$ cat src/hdl/nspf_pkg.sv
// Shared types, constants and tables for the nearest scan point follower.
package nspf_pkg;
	localparam int RANGE_W = 17;
	localparam int ANGLE_W = 19;
	localparam int STEP_W = 18;
	localparam int GAIN_W = 16;
	localparam int CMD_W = 18;
	localparam int TRIG_STEPS_DEF = 16;
	localparam int TRIG_MAX = 24;
	localparam int CFG_IDX_W = 3;
	localparam int CFG_DATA_W = 19;
	localparam int QUEUE_DEPTH = 2;

	localparam logic [CFG_IDX_W-1:0] REG_ANGLE_START = 3'd0;
	localparam logic [CFG_IDX_W-1:0] REG_ANGLE_STEP = 3'd1;
	localparam logic [CFG_IDX_W-1:0] REG_GAIN_LIN = 3'd2;
	localparam logic [CFG_IDX_W-1:0] REG_GAIN_ANG = 3'd3;
	localparam logic [CFG_IDX_W-1:0] REG_NEAR = 3'd4;
	localparam logic [CFG_IDX_W-1:0] REG_STOP = 3'd5;
	localparam logic [CFG_IDX_W-1:0] REG_CEIL = 3'd6;

	localparam logic signed [ANGLE_W-1:0] ANGLE_START_RST = -19'sd205887;
	localparam logic [STEP_W-1:0] ANGLE_STEP_RST = 18'd286;
	localparam logic [GAIN_W-1:0] GAIN_LIN_RST = 16'd6554;
	localparam logic [GAIN_W-1:0] GAIN_ANG_RST = 16'd26214;
	localparam logic [RANGE_W-1:0] NEAR_RST = 17'd205;
	localparam logic [RANGE_W-1:0] STOP_RST = 17'd410;
	localparam logic [RANGE_W-1:0] CEIL_RST = 17'd102400;

	localparam logic signed [20:0] ANG_PI = 21'sd205887;
	localparam logic signed [20:0] ANG_TWO_PI = 21'sd411775;
	localparam logic signed [20:0] ANG_HALF_PI = 21'sd102944;
	localparam logic [29:0] CORDIC_K = 30'd652032874;
	localparam logic signed [19:0] LIM19 = 20'sd262143;
	localparam int LIM17 = 131071;

	typedef struct packed {
		logic [RANGE_W-1:0] range;
		logic signed [ANGLE_W-1:0] angle;
	} scan_min_t;

	typedef struct packed {
		logic [RANGE_W-1:0] range_sample;
		logic last_sample;
	} in_item_t;

	typedef struct packed {
		logic [RANGE_W-1:0] linear_cmd;
		logic signed [CMD_W-1:0] angular_cmd;
		logic signed [CMD_W-1:0] target_x;
		logic signed [CMD_W-1:0] target_y;
		logic signed [ANGLE_W-1:0] target_angle;
		logic [RANGE_W-1:0] target_range;
	} out_item_t;

	typedef struct packed {
		logic signed [ANGLE_W-1:0] angle_start;
		logic [STEP_W-1:0] angle_step;
		logic [GAIN_W-1:0] gain_linear;
		logic [GAIN_W-1:0] gain_angular;
		logic [RANGE_W-1:0] near_limit;
		logic [RANGE_W-1:0] stop_limit;
		logic [RANGE_W-1:0] search_ceiling;
	} cfg_t;

	function automatic logic signed [31:0] atan_q30(input logic [4:0] i);
		case (i)
			5'd0: atan_q30 = 32'sd843314857;
			5'd1: atan_q30 = 32'sd497837829;
			5'd2: atan_q30 = 32'sd263043836;
			5'd3: atan_q30 = 32'sd133525159;
			5'd4: atan_q30 = 32'sd67021687;
			5'd5: atan_q30 = 32'sd33543516;
			5'd6: atan_q30 = 32'sd16775851;
			5'd7: atan_q30 = 32'sd8388437;
			5'd8: atan_q30 = 32'sd4194283;
			5'd9: atan_q30 = 32'sd2097149;
			5'd10: atan_q30 = 32'sd1048576;
			5'd11: atan_q30 = 32'sd524288;
			5'd12: atan_q30 = 32'sd262144;
			5'd13: atan_q30 = 32'sd131072;
			5'd14: atan_q30 = 32'sd65536;
			5'd15: atan_q30 = 32'sd32768;
			5'd16: atan_q30 = 32'sd16384;
			5'd17: atan_q30 = 32'sd8192;
			5'd18: atan_q30 = 32'sd4096;
			5'd19: atan_q30 = 32'sd2048;
			5'd20: atan_q30 = 32'sd1024;
			5'd21: atan_q30 = 32'sd512;
			5'd22: atan_q30 = 32'sd256;
			5'd23: atan_q30 = 32'sd128;
			default: atan_q30 = 32'sd0;
		endcase
	endfunction
endpackage

$ cat src/hdl/nspf_stream_if.sv
// Valid/ready channel interfaces for items and configuration writes.
interface nspf_stream_if #(
	parameter int W = 1
);
	logic valid;
	logic ready;
	logic [W-1:0] data;
	modport source (output valid, output data, input ready);
	modport sink (input valid, input data, output ready);
endinterface

interface nspf_cfg_if;
	logic valid;
	logic ready;
	logic [nspf_pkg::CFG_IDX_W-1:0] index;
	logic [nspf_pkg::CFG_DATA_W-1:0] data;
	modport source (output valid, output index, output data, input ready);
	modport sink (input valid, input index, input data, output ready);
endinterface

$ cat src/hdl/nspf_front.sv
// Front end: tracks the nearest sample of each scan, one sample per cycle while the queue is not full.
module nspf_front (
	input logic clk,
	input logic arst_n,
	input logic in_valid,
	output logic in_ready,
	input nspf_pkg::in_item_t in_item,
	input nspf_pkg::cfg_t cfg,
	input logic q_full,
	output logic q_push,
	output nspf_pkg::scan_min_t q_item
);
	import nspf_pkg::*;

	logic scan_open_q;
	logic [RANGE_W-1:0] min_q;
	logic signed [ANGLE_W-1:0] best_q;
	logic signed [ANGLE_W-1:0] beam_q;
	logic [RANGE_W-1:0] cur_min;
	logic signed [ANGLE_W-1:0] cur_beam;
	logic take;
	logic [RANGE_W-1:0] new_min;
	logic signed [ANGLE_W-1:0] new_best;
	logic signed [19:0] beam_sum;
	logic signed [ANGLE_W-1:0] beam_next;

	assign in_ready = !q_full;
	assign take = in_valid && in_ready;
	assign cur_min = scan_open_q ? min_q : cfg.search_ceiling;
	assign cur_beam = scan_open_q ? beam_q : cfg.angle_start;
	assign new_min = (in_item.range_sample < cur_min) ? in_item.range_sample : cur_min;
	assign new_best = (in_item.range_sample < cur_min) ? cur_beam : best_q;
	assign beam_sum = 20'(cur_beam) + $signed({2'b00, cfg.angle_step});
	assign beam_next = (beam_sum > LIM19) ? ANGLE_W'(LIM19)
		: (beam_sum < -LIM19) ? ANGLE_W'(-LIM19) : ANGLE_W'(beam_sum);
	assign q_push = take && in_item.last_sample;
	assign q_item = '{range: new_min, angle: new_best};

	always_ff @(posedge clk or negedge arst_n) begin
		if (!arst_n) begin
			scan_open_q <= 1'b0;
			best_q <= '0;
		end else if (take) begin
			scan_open_q <= !in_item.last_sample;
			best_q <= new_best;
		end
	end

	always_ff @(posedge clk) begin
		if (take) begin
			min_q <= new_min;
			beam_q <= beam_next;
		end
	end
endmodule

$ cat src/hdl/nspf_queue.sv
// Small FIFO between the scan front end and the trigonometry back end.
module nspf_queue #(
	parameter int DEPTH = nspf_pkg::QUEUE_DEPTH
) (
	input logic clk,
	input logic arst_n,
	input logic push,
	input nspf_pkg::scan_min_t push_item,
	output logic full,
	input logic pop,
	output logic empty,
	output nspf_pkg::scan_min_t pop_item
);
	import nspf_pkg::*;
	localparam int AW = (DEPTH > 1) ? $clog2(DEPTH) : 1;

	scan_min_t mem_q [DEPTH];
	logic [AW-1:0] wr_q, rd_q;
	logic [AW:0] cnt_q;

	assign full = (cnt_q == (AW+1)'(DEPTH));
	assign empty = (cnt_q == '0);
	assign pop_item = mem_q[rd_q];

	always_ff @(posedge clk or negedge arst_n) begin
		if (!arst_n) begin
			wr_q <= '0;
			rd_q <= '0;
			cnt_q <= '0;
		end else begin
			if (push) wr_q <= (wr_q == AW'(DEPTH-1)) ? '0 : wr_q + 1'b1;
			if (pop) rd_q <= (rd_q == AW'(DEPTH-1)) ? '0 : rd_q + 1'b1;
			cnt_q <= cnt_q + (AW+1)'(push) - (AW+1)'(pop);
		end
	end

	always_ff @(posedge clk) begin
		if (push) mem_q[wr_q] <= push_item;
	end
endmodule

$ cat src/hdl/nspf_back.sv
// Back end: CORDIC polar to Cartesian conversion and proportional commands.
module nspf_back #(
	parameter int TRIG_STEPS = nspf_pkg::TRIG_STEPS_DEF
) (
	input logic clk,
	input logic arst_n,
	input logic q_empty,
	output logic q_pop,
	input nspf_pkg::scan_min_t q_item,
	input nspf_pkg::cfg_t cfg,
	output logic out_valid,
	input logic out_ready,
	output nspf_pkg::out_item_t out_item
);
	import nspf_pkg::*;
	localparam int CW = $clog2(TRIG_STEPS + 1);

	typedef enum logic [5:0] {
		S_IDLE = 6'b000001,
		S_ROT = 6'b000010,
		S_FIX = 6'b000100,
		S_MUL = 6'b001000,
		S_CMD = 6'b010000,
		S_OUT = 6'b100000
	} state_t;

	state_t st_q;
	logic [CW-1:0] i_q;
	logic signed [47:0] x_q, y_q;
	logic signed [36:0] z_q;
	logic flip_q;
	logic [RANGE_W-1:0] rng_q;
	logic signed [ANGLE_W-1:0] ang_q;
	logic signed [CMD_W-1:0] tx_q, ty_q;
	logic signed [35:0] plin_q, pang_q;
	logic signed [20:0] a0, a1;
	logic signed [20:0] ared;
	logic fl;
	logic signed [47:0] xs, ys;
	logic signed [47:0] xr, yr;
	logic signed [31:0] fx, fy;
	logic signed [CMD_W-1:0] cx, cy;
	logic signed [37:0] lr, ar;
	logic [RANGE_W-1:0] lin_c;
	logic signed [CMD_W-1:0] ang_c;

	function automatic logic signed [CMD_W-1:0] clip18(input logic signed [37:0] v);
		if (v > 38'sd131071) clip18 = 18'sd131071;
		else if (v < -38'sd131071) clip18 = -18'sd131071;
		else clip18 = v[CMD_W-1:0];
	endfunction

	always_comb begin
		a0 = 21'(q_item.angle);
		a1 = a0;
		if (a0 > ANG_PI) a1 = a0 - ANG_TWO_PI;
		else if (a0 < -ANG_PI) a1 = a0 + ANG_TWO_PI;
		ared = a1;
		fl = 1'b0;
		if (a1 > ANG_HALF_PI) begin
			ared = a1 - ANG_PI;
			fl = 1'b1;
		end else if (a1 < -ANG_HALF_PI) begin
			ared = a1 + ANG_PI;
			fl = 1'b1;
		end
	end

	assign xs = x_q >>> i_q;
	assign ys = y_q >>> i_q;
	assign xr = flip_q ? -x_q : x_q;
	assign yr = flip_q ? -y_q : y_q;
	assign fx = 32'((xr + 48'sd32768) >>> 16);
	assign fy = 32'((yr + 48'sd32768) >>> 16);
	assign cx = clip18(38'(fx));
	assign cy = clip18(38'(fy));
	assign lr = (38'(plin_q) + 38'sd32768) >>> 16;
	assign ar = (-38'(pang_q) + 38'sd32768) >>> 16;
	assign lin_c = (lr > 38'sd131071) ? RANGE_W'(LIM17) : RANGE_W'(lr);
	assign ang_c = clip18(ar);
	assign q_pop = (st_q == S_IDLE) && !q_empty;
	assign out_valid = (st_q == S_OUT);

	always_ff @(posedge clk or negedge arst_n) begin
		if (!arst_n) begin
			st_q <= S_IDLE;
			i_q <= '0;
		end else begin
			case (st_q)
				S_IDLE: if (!q_empty) begin
					st_q <= S_ROT;
					i_q <= '0;
				end
				S_ROT: if (i_q == CW'(TRIG_STEPS)) st_q <= S_FIX;
					else i_q <= i_q + 1'b1;
				S_FIX: st_q <= S_MUL;
				S_MUL: st_q <= S_CMD;
				S_CMD: st_q <= S_OUT;
				S_OUT: if (out_ready) st_q <= S_IDLE;
				default: st_q <= S_IDLE;
			endcase
		end
	end

	always_ff @(posedge clk) begin
		case (st_q)
			S_IDLE: begin
				rng_q <= q_item.range;
				ang_q <= q_item.angle;
				flip_q <= fl;
				x_q <= 48'($signed({1'b0, q_item.range}) * $signed({1'b0, CORDIC_K})) >>> 14;
				y_q <= '0;
				z_q <= 37'(ared) * 37'sd16384;
			end
			S_ROT: if (i_q != CW'(TRIG_STEPS)) begin
				if (z_q >= 0) begin
					x_q <= x_q - ys;
					y_q <= y_q + xs;
					z_q <= z_q - 37'(atan_q30(5'(i_q)));
				end else begin
					x_q <= x_q + ys;
					y_q <= y_q - xs;
					z_q <= z_q + 37'(atan_q30(5'(i_q)));
				end
			end
			S_FIX: begin
				tx_q <= cx;
				ty_q <= cy;
			end
			S_MUL: begin
				plin_q <= 36'(tx_q) * $signed({1'b0, cfg.gain_linear});
				pang_q <= 36'(ty_q) * $signed({1'b0, cfg.gain_angular});
			end
			S_CMD: begin
				out_item.target_x <= tx_q;
				out_item.target_y <= ty_q;
				out_item.target_angle <= ang_q;
				out_item.target_range <= rng_q;
				if (tx_q > $signed({1'b0, cfg.near_limit})
						&& tx_q > $signed({1'b0, cfg.stop_limit})) begin
					out_item.linear_cmd <= lin_c;
					out_item.angular_cmd <= ang_c;
				end else begin
					out_item.linear_cmd <= '0;
					out_item.angular_cmd <= '0;
				end
			end
			default: ;
		endcase
	end
endmodule

$ cat src/hdl/nearest_scan_point_follower.sv
// Top level of the nearest scan point follower.
// Use: range samples enter on the sample channel, one per cycle, with
// last_sample set on the final beam of a scan. The front end keeps the
// smallest range below search_ceiling and its beam angle as samples stream.
// On the last sample the scan minimum is queued to the back end, which runs
// TRIG_STEPS CORDIC rotations on one shared rotator, then the gain
// multiplies, and presents one result on the result channel.
// Samples are accepted at one per cycle while the two-entry queue has room;
// the back end works on one scan at a time and pops the next scan minimum
// from the queue only once its result has been taken.
// When the receiver stalls the result holds, the queue fills, and then the
// sample channel drops ready. Reset clears the scan state, the best angle
// and the queue, and loads the register reset values. Configuration writes
// are always accepted and belong to idle times.
module nearest_scan_point_follower #(
	parameter int TRIG_STEPS = nspf_pkg::TRIG_STEPS_DEF
) (
	input logic clk,
	input logic arst_n,
	nspf_stream_if.sink samples,
	nspf_stream_if.source results,
	nspf_cfg_if.sink cfg_wr
);
	import nspf_pkg::*;

	cfg_t cfg_q;
	logic q_full, q_empty, q_push, q_pop;
	scan_min_t q_in, q_out;
	in_item_t in_item;
	out_item_t out_item;

	assign cfg_wr.ready = 1'b1;
	assign in_item = in_item_t'(samples.data);
	assign results.data = out_item;

	always_ff @(posedge clk or negedge arst_n) begin
		if (!arst_n) begin
			cfg_q <= '{ANGLE_START_RST, ANGLE_STEP_RST, GAIN_LIN_RST, GAIN_ANG_RST,
				NEAR_RST, STOP_RST, CEIL_RST};
		end else if (cfg_wr.valid) begin
			case (cfg_wr.index)
				REG_ANGLE_START: cfg_q.angle_start <= cfg_wr.data;
				REG_ANGLE_STEP: cfg_q.angle_step <= cfg_wr.data[STEP_W-1:0];
				REG_GAIN_LIN: cfg_q.gain_linear <= cfg_wr.data[GAIN_W-1:0];
				REG_GAIN_ANG: cfg_q.gain_angular <= cfg_wr.data[GAIN_W-1:0];
				REG_NEAR: cfg_q.near_limit <= cfg_wr.data[RANGE_W-1:0];
				REG_STOP: cfg_q.stop_limit <= cfg_wr.data[RANGE_W-1:0];
				REG_CEIL: cfg_q.search_ceiling <= cfg_wr.data[RANGE_W-1:0];
				default: ;
			endcase
		end
	end

	nspf_front u_front (
		.clk, .arst_n,
		.in_valid(samples.valid), .in_ready(samples.ready), .in_item,
		.cfg(cfg_q), .q_full, .q_push, .q_item(q_in)
	);

	nspf_queue u_queue (
		.clk, .arst_n, .push(q_push), .push_item(q_in), .full(q_full),
		.pop(q_pop), .empty(q_empty), .pop_item(q_out)
	);

	nspf_back #(.TRIG_STEPS(TRIG_STEPS)) u_back (
		.clk, .arst_n, .q_empty, .q_pop, .q_item(q_out), .cfg(cfg_q),
		.out_valid(results.valid), .out_ready(results.ready), .out_item
	);
endmodule

$ cat src/flat_wrapper.sv
// flat-port wrapper written by rule: the top's interface ports become plain ports
module nearest_scan_point_follower_flat import nspf_pkg::*;
#(
	parameter int TRIG_STEPS = nspf_pkg::TRIG_STEPS_DEF
)
  (clk, arst_n, samples_valid, samples_data, samples_ready, results_valid, results_data, results_ready, cfg_wr_valid, cfg_wr_index, cfg_wr_data, cfg_wr_ready);
  nspf_stream_if #(.W($bits(in_item_t))) samples_i ();
  nspf_stream_if #(.W($bits(out_item_t))) results_i ();
  nspf_cfg_if cfg_wr_i ();
  input logic clk;
  input logic arst_n;
  input wire logic [$bits(samples_i.valid)-1:0] samples_valid;
  input wire logic [$bits(samples_i.data)-1:0] samples_data;
  output wire logic [$bits(samples_i.ready)-1:0] samples_ready;
  output wire logic [$bits(results_i.valid)-1:0] results_valid;
  output wire logic [$bits(results_i.data)-1:0] results_data;
  input wire logic [$bits(results_i.ready)-1:0] results_ready;
  input wire logic [$bits(cfg_wr_i.valid)-1:0] cfg_wr_valid;
  input wire logic [$bits(cfg_wr_i.index)-1:0] cfg_wr_index;
  input wire logic [$bits(cfg_wr_i.data)-1:0] cfg_wr_data;
  output wire logic [$bits(cfg_wr_i.ready)-1:0] cfg_wr_ready;
  assign samples_i.valid = samples_valid;
  assign samples_i.data = samples_data;
  assign samples_ready = samples_i.ready;
  assign results_valid = results_i.valid;
  assign results_data = results_i.data;
  assign results_i.ready = results_ready;
  assign cfg_wr_i.valid = cfg_wr_valid;
  assign cfg_wr_i.index = cfg_wr_index;
  assign cfg_wr_i.data = cfg_wr_data;
  assign cfg_wr_ready = cfg_wr_i.ready;
  nearest_scan_point_follower #(.TRIG_STEPS(TRIG_STEPS)) u_core (.clk(clk), .arst_n(arst_n), .samples(samples_i), .results(results_i), .cfg_wr(cfg_wr_i));
endmodule
$ cat config.mk
export PLATFORM = sky130hd
export DESIGN_NAME = nearest_scan_point_follower_flat
export DESIGN_NICKNAME = d
export VERILOG_FILES = /design/src/hdl/nspf_pkg.sv /design/src/hdl/nspf_stream_if.sv /design/src/hdl/nspf_front.sv /design/src/hdl/nspf_queue.sv /design/src/hdl/nspf_back.sv /design/src/hdl/nearest_scan_point_follower.sv /design/src/flat_wrapper.sv
export SDC_FILE = /design/constraint.sdc
export NUM_CORES = 2
export LEC_CHECK = 0
export BUFFER_PORTS_ARGS = -buffer_cell sky130_fd_sc_hd__clkbuf_2
export CAP_MARGIN = 20
export CORE_UTILIZATION = 45
export DETAILED_ROUTE_END_ITERATION = 12
export PLACE_DENSITY = 0.59
export RECOVER_POWER = 50
export SKIP_CTS_REPAIR_TIMING = 1
export SYNTH_ARGS = -nofsm -noshare
export SYNTH_HDL_FRONTEND = slang
export SYNTH_SLANG_ARGS = --single-unit
$ cat constraint.sdc
create_clock -name clk -period 10.25 [get_ports clk]
set_input_delay 1.5375 -clock clk [delete_from_list [all_inputs] [get_ports clk]]
set_output_delay 1.5375 -clock clk [all_outputs]
set_load 0.05 [all_outputs]
# After elaboration in Yosys (flattened, before gate mapping)
# Memories as Yosys holds them, arrays and structs flattened.
# Index checks and enable logic that the tools add are counted.
# word_totals
mem_bits_rw,72
romBits,1920
wordCells,172
latch_bits,0
mem_count,3
regBits,574
# op_classes
reduce_logical,24
magnitude_cmp,17
n_bitwise,1
addsub,23
muxes,43
div_mod_pow,0
n_mul,3
shift,2
n_eq_ne,20
# memory_table
name,depth,word_bits,rd,rd_ports_with_merged_regs,wr,line,source
(no name shown),32,30,1,0,0,nspf_pkg.sv:67,case (i)
(no name shown),32,30,1,0,0,nspf_pkg.sv:67,
u_core.u_queue.mem_q,2,36,1,0,1,nspf_queue.sv:17,scan_min_t mem_q [DEPTH];
# ops
operator,count
2-to-1 mux 48 bit,6
2-to-1 mux 32 bit,6
one-hot mux 48 bit (2 select lines),2
"adder 48 x 17 -> 48 bit, second input constant",2
adder 48 bit,2
negation 48 bit,2
>>> shifter 48 x 5 -> 48 bit,2
subtractor 48 bit,2
2-to-1 mux 21 bit,4
2-to-1 mux 37 bit,2
one-hot mux 37 bit (2 select lines),1
multiplier 18 x 17 -> 35 bit,2
2-to-1 mux 17 bit,4
"greater-than comparator 32 x 18 -> 1 bit, second input constant",2
"less-than comparator 32 x 18 -> 1 bit, second input constant",2
2-to-1 mux 19 bit,3
2-to-1 mux 18 bit,3
"multiplier 17 x 29 -> 46 bit, second input constant",1
"adder 38 x 17 -> 38 bit, second input constant",1
negation 35 -> 38 bit,1
adder 37 x 32 -> 37 bit,1
"greater-or-equal comparator 37 x 1 -> 1 bit, second input constant",1
subtractor 37 x 32 -> 37 bit,1
"adder 35 x 17 -> 36 bit, second input constant",1
48 further kinds,79

# Logic depth before layout (Yosys ltp)
# depth
word_depth,8
mapped_depth,36

# By module
# From an unflattened synthesis, not the netlist that was laid out.
# unflattened
hier_cells,8041
area_unflattened_um2,77235.3
# modules_own_cells
module,area_per_inst_um2,seq_area_each_um2,n_inst,cells_per_inst
nspf_back,65275.1,11327.1,1,7254
nearest_scan_point_follower,4713.3,3056.7,1,261
nspf_front,4302.9,1581.5,1,399
nspf_queue,2944.1,2262.2,1,127

# Worst setup path after synthesis
# No wires, ideal clock.
# synth_path
path_type,reg-to-reg
start,reg u_core.u_queue.rd_q
end,"reg u_core.u_back.x_q[31], data pin"
arrival_time_ns,8.980
n_path_buf,7
stages_incl_launch_ff,33
slack_ns,0.999
period_less_slack_ns,9.251
setup_time_ns,0.270
cell_sequence,dfrtp_1 buf_2 buf_4 buf_4 clkbuf_1 buf_1 buf_1 clkbuf_1 mux2i_1 inv_1 ha_1 inv_1 fa_1 inv_1 fa_1 fa_1 fa_1 inv_1 fa_1 inv_1 ha_1 and3_1 a221o_1 a21o_1 a21oi_1 or4b_2 a21o_1 a311oi_1 nor2_1 a211o_1 o21ba_2 xor2_1 a21oi_1
# synth_rtl
item,line,source
start: declaration,nspf_queue.sv:18,"logic [AW-1:0] wr_q, rd_q;"
start signal: assignment,nspf_queue.sv:32,if (pop) rd_q <= (rd_q == AW'(DEPTH-1)) ? '0 : rd_q + 1'b1;
end signal: assignment,nspf_back.sv:111,"x_q <= 48'($signed({1'b0, q_item.range}) * $signed({1'b0, CORDIC_K})) >>> 14;"
end signal: assignment,nspf_back.sv:117,x_q <= x_q - ys;
end signal: assignment,nspf_back.sv:121,x_q <= x_q + ys;
end: declaration,nspf_back.sv:29,"logic signed [47:0] x_q, y_q;"

==> results.sh <==
export IMPL_synth_seq_cells=631
export IMPL_hold_viol_final=0
export IMPL_grt_overflow=0
export IMPL_grt_antenna_before_repair=12
export IMPL_startpoint_type="flop"
export IMPL_netlist_cell_type_count=102
export IMPL_synthesis_instances=8086
export IMPL_die_height_microns=413.4
export IMPL_critical_path_class="reg2reg"
export IMPL_grt_max_degree=83
export IMPL_wl_microns=218700
export IMPL_routed_via_count=58450
export IMPL_cts_buffer_depth=3
export IMPL_edff_count_synth=476
export IMPL_cts_htree_levels=3
export IMPL_drt_pass1_iterations=6
export IMPL_post_dp_hpwl_microns=170800
export IMPL_tritoncts_num_buffers=77
export IMPL_violations_in_the_final_reports="antenna rules, capacitance limit, slew limit"
export IMPL_crit_path_max_fanout=21
export IMPL_placedCellCount=10140
export IMPL_setup_tns_final_ns=0
export IMPL_global_route_usage_total=0.2588
export IMPL_area_growth_synth_to_final_pct=6.572
export IMPL_cp_data_arrival_time_ns=9.18
export IMPL_worstSkewPairLatency_ns=0.70
export IMPL_wire_per_inst_microns=21.24
export IMPL_fp_row_count=150
export IMPL_average_cell_area_after_synthesis_sq_um=9.419
export IMPL_setup_violation_total_in_the_final_timing_report=0
export IMPL_area_contributors_post_synth="sky130_fd_sc_hd__fa_1 (21%), sky130_fd_sc_hd__edfxtp_1 (19%), sky130_fd_sc_hd__ha_1 (9.1%)"
export IMPL_final_routed_drc_violation_total=0
export IMPL_floorplan_core_area_sq_um=167600
export IMPL_nets=9399
export IMPL_yosys_area_top_type_share=0.2053
export IMPL_clock_sinks=631
export IMPL_maximum_capacitance_violations=13
export IMPL_timing_max_transition_violations_final=471
export IMPL_finish_cell_count_without_fillers=10290
export IMPL_async_set_or_reset_register_ratio_after_synthesis=0.2456
export IMPL_holdCritPathClass="reg2reg"
export IMPL_ios=155
export IMPL_number_of_global_route_vias_before_repair=58880
export IMPL_synth_top_cell_by_area="sky130_fd_sc_hd__fa_1"
export IMPL_floorplan_initialDensity=0.4544
export IMPL_worst_endpoint_required_ns=10.65
export IMPL_grt_pass1_wl_microns=343700
export IMPL_global_placement_routability_congestion=0.9370
export IMPL_rsz0062_at_grt="false"
export IMPL_synth_net_count=9465
export IMPL_worstSetupEndpointType="flop"
export IMPL_detailedRoute_firstIterationViolations=4520
export IMPL_tritoncts_clock_tree="yes"
export IMPL_die_w_microns=413.4
export IMPL_post_drt_via_cell_ratio=5.679
export IMPL_synth_main_ff_cell="sky130_fd_sc_hd__edfxtp_1"
export IMPL_status="complete, but fails checks"
export IMPL_cts_root_buffer_cell="sky130_fd_sc_hd__clkbuf_16"
export IMPL_finalCriticalPeriod_ns=8.783
export IMPL_port_buffers=153
export IMPL_worst_slew_pin_slew_ns=3.369
export IMPL_cts_clk_slew_worst_paths_ns=0.06
export IMPL_yosys_warnings=0
export IMPL_post_route_cells_drive_above_1_share=0.07596
export IMPL_slew_limit_headroom=-1.246
export IMPL_fmax_mhz=113.9
export IMPL_die_area_sq_um=170900
export IMPL_synth_seq_area_share=0.2393
export IMPL_finalCritPeriodShare=0.8569
export IMPL_syn_area_sq_um=76160
export IMPL_timing_clock_skew_ns=0.04819
export IMPL_route_antenna_remaining_nets=1
==> kinds of logic after synthesis <==
| kind of cell | Yosys count | share of synthesized area |
|---|---|---|
| buf+inv | 1564 | 0.07814 |
| fa+ha+maj | 1334 | 0.2961 |
| compound gates | 1417 | 0.1171 |
| simple gates | 2255 | 0.1420 |
| xor+xnor | 481 | 0.05532 |
| other cells | 1 | 0.00004924 |
| flops | 631 | 0.2393 |
| mux | 403 | 0.07188 |
==> cells in the mapped netlist, drive strengths merged, types with 74 or more instances <==
cell type  number
inv          1185
nand2         852
fa            781
ha            553
edfxtp        476
nor2          449
o21ai         396
a21oi         386
xnor2         301
clkbuf        297
and2          235
xor2          180
mux2i         152
mux2          151
nor3          139
a21o          127
nand3         119
dfrtp         111
mux4          100
buf            79
nand2b         74
==> metrics by stage <==
step | util | area, sq um | hold WS (ns) | setup slack [ns]
after floorplan | - | 76160 | 0.4003 | 0.9991
after global placement | 0.4705 | 78850 | 0.4023 | 1.942
after detailed placement | 0.4706 | 78870 | 0.4056 | 1.784
after CTS | 0.4861 | 81460 | 0.4272 | 1.751
after global routing | 0.4842 | 81150 | 0.4477 | 0.7894
final | 0.4843 | 81160 | 0.4265 | 1.467
==> critical path, cell delays in order (launching register included) <==
cell	delay, ns
sky130_fd_sc_hd__dfrtp_1	1.02
sky130_fd_sc_hd__mux2i_1	0.42
sky130_fd_sc_hd__inv_1	0.28
sky130_fd_sc_hd__ha_1	0.42
sky130_fd_sc_hd__inv_1	0.11
sky130_fd_sc_hd__fa_1	0.68
sky130_fd_sc_hd__inv_1	0.10
sky130_fd_sc_hd__fa_1	0.52
sky130_fd_sc_hd__fa_1	0.52
sky130_fd_sc_hd__fa_1	0.57
sky130_fd_sc_hd__inv_1	0.07
sky130_fd_sc_hd__fa_1	0.55
sky130_fd_sc_hd__inv_1	0.05
sky130_fd_sc_hd__ha_1	0.32
sky130_fd_sc_hd__and3_1	0.23
sky130_fd_sc_hd__a221o_1	0.23
sky130_fd_sc_hd__a21o_1	0.13
sky130_fd_sc_hd__a21oi_1	0.07
sky130_fd_sc_hd__or4b_2	0.73
sky130_fd_sc_hd__a21o_1	0.24
sky130_fd_sc_hd__a311oi_1	0.39
sky130_fd_sc_hd__nor2_1	0.12
sky130_fd_sc_hd__a211o_1	0.31
sky130_fd_sc_hd__o21ba_2	0.21
sky130_fd_sc_hd__xor2_1	0.13
sky130_fd_sc_hd__a21oi_1	0.08
==> layer usage <==
layer	GRT usage	part of all wire	vias to the layer above
met1	0.3501	0.44	29400
li1	-	-	27140
met5	0	0	-
met2	0.4405	0.49	1637
met3	0.03160	0.053	278
met4	0.06031	0.022	0
==> sequential cells by signal, summed over array words and instances, names as in the netlist, 17 cells and up <==
| register | count |
|---|---|
| u_core.u_back.tx_q | 18 |
| u_core.u_back.ang_q | 19 |
| u_core.u_back.ty_q | 18 |
| u_core.u_front.min_q | 17 |
| u_core.cfg_q | 120 |
| u_core.u_back.pang_q | 35 |
| u_core.u_front.best_q | 19 |
| u_core.u_back.z_q | 37 |
| u_core.u_back.y_q | 48 |
| u_core.u_front.beam_q | 19 |
| u_core.u_back.x_q | 48 |
| u_core.u_back.plin_q | 20 |
| u_core.u_back.out_item | 107 |
| u_core.u_back.rng_q | 17 |
| u_core.u_queue.mem_q | 72 |
==> cell usage in the layout, fill, tap and decap left out, types with 127 or more instances in the layout <==
cell,Yosys,layout
sky130_fd_sc_hd__a21oi_1,386,385
sky130_fd_sc_hd__a21o_1,127,127
sky130_fd_sc_hd__mux2i_1,152,152
sky130_fd_sc_hd__xnor2_1,301,301
sky130_fd_sc_hd__edfxtp_1,476,476
sky130_fd_sc_hd__inv_1,1184,1180
sky130_fd_sc_hd__o21ai_0,393,393
sky130_fd_sc_hd__nor2_1,448,448
sky130_fd_sc_hd__nand2_1,852,851
sky130_fd_sc_hd__xor2_1,180,180
sky130_fd_sc_hd__fa_1,781,781
sky130_fd_sc_hd__ha_1,553,553
sky130_fd_sc_hd__mux2_2,151,145
sky130_fd_sc_hd__and2_1,233,229
sky130_fd_sc_hd__nor3_1,136,136
sky130_fd_sc_hd__clkbuf_1,297,147
==> cell type report <==
class	count	area, sq um
sequential	631	18250
multi-input combinational	5891	52010
clock buffer	97	2126
fill	15870	86440
clock inverter	45	470.5
tap	2204	2758
antenna	6	15.01
inverter	1188	4459
timing repair buffer	231	1079
==> final timing paths <==
check                                              from                          to  slack (ns)  cells past startpoint
worst max-delay path                u_core.u_queue.rd_q       u_core.u_back.x_q[31]        1.47                     25
worst min-delay path            u_core.u_back.rng_q[13]  u_core.u_back.out_item[13]        0.43                      0
worst max register to register      u_core.u_queue.rd_q       u_core.u_back.x_q[31]        1.47                     25
worst min register to register  u_core.u_back.rng_q[13]  u_core.u_back.out_item[13]        0.43                      0
max in group asynchronous                        arst_n        u_core.u_back.i_q[2]        4.00                      3
min in group asynchronous                        arst_n             u_core.cfg_q[3]        1.71                      1
Power is left out: the tool's default activity adds up to more than one toggle a clock period on the data nets, which glitch-free logic cannot reach.
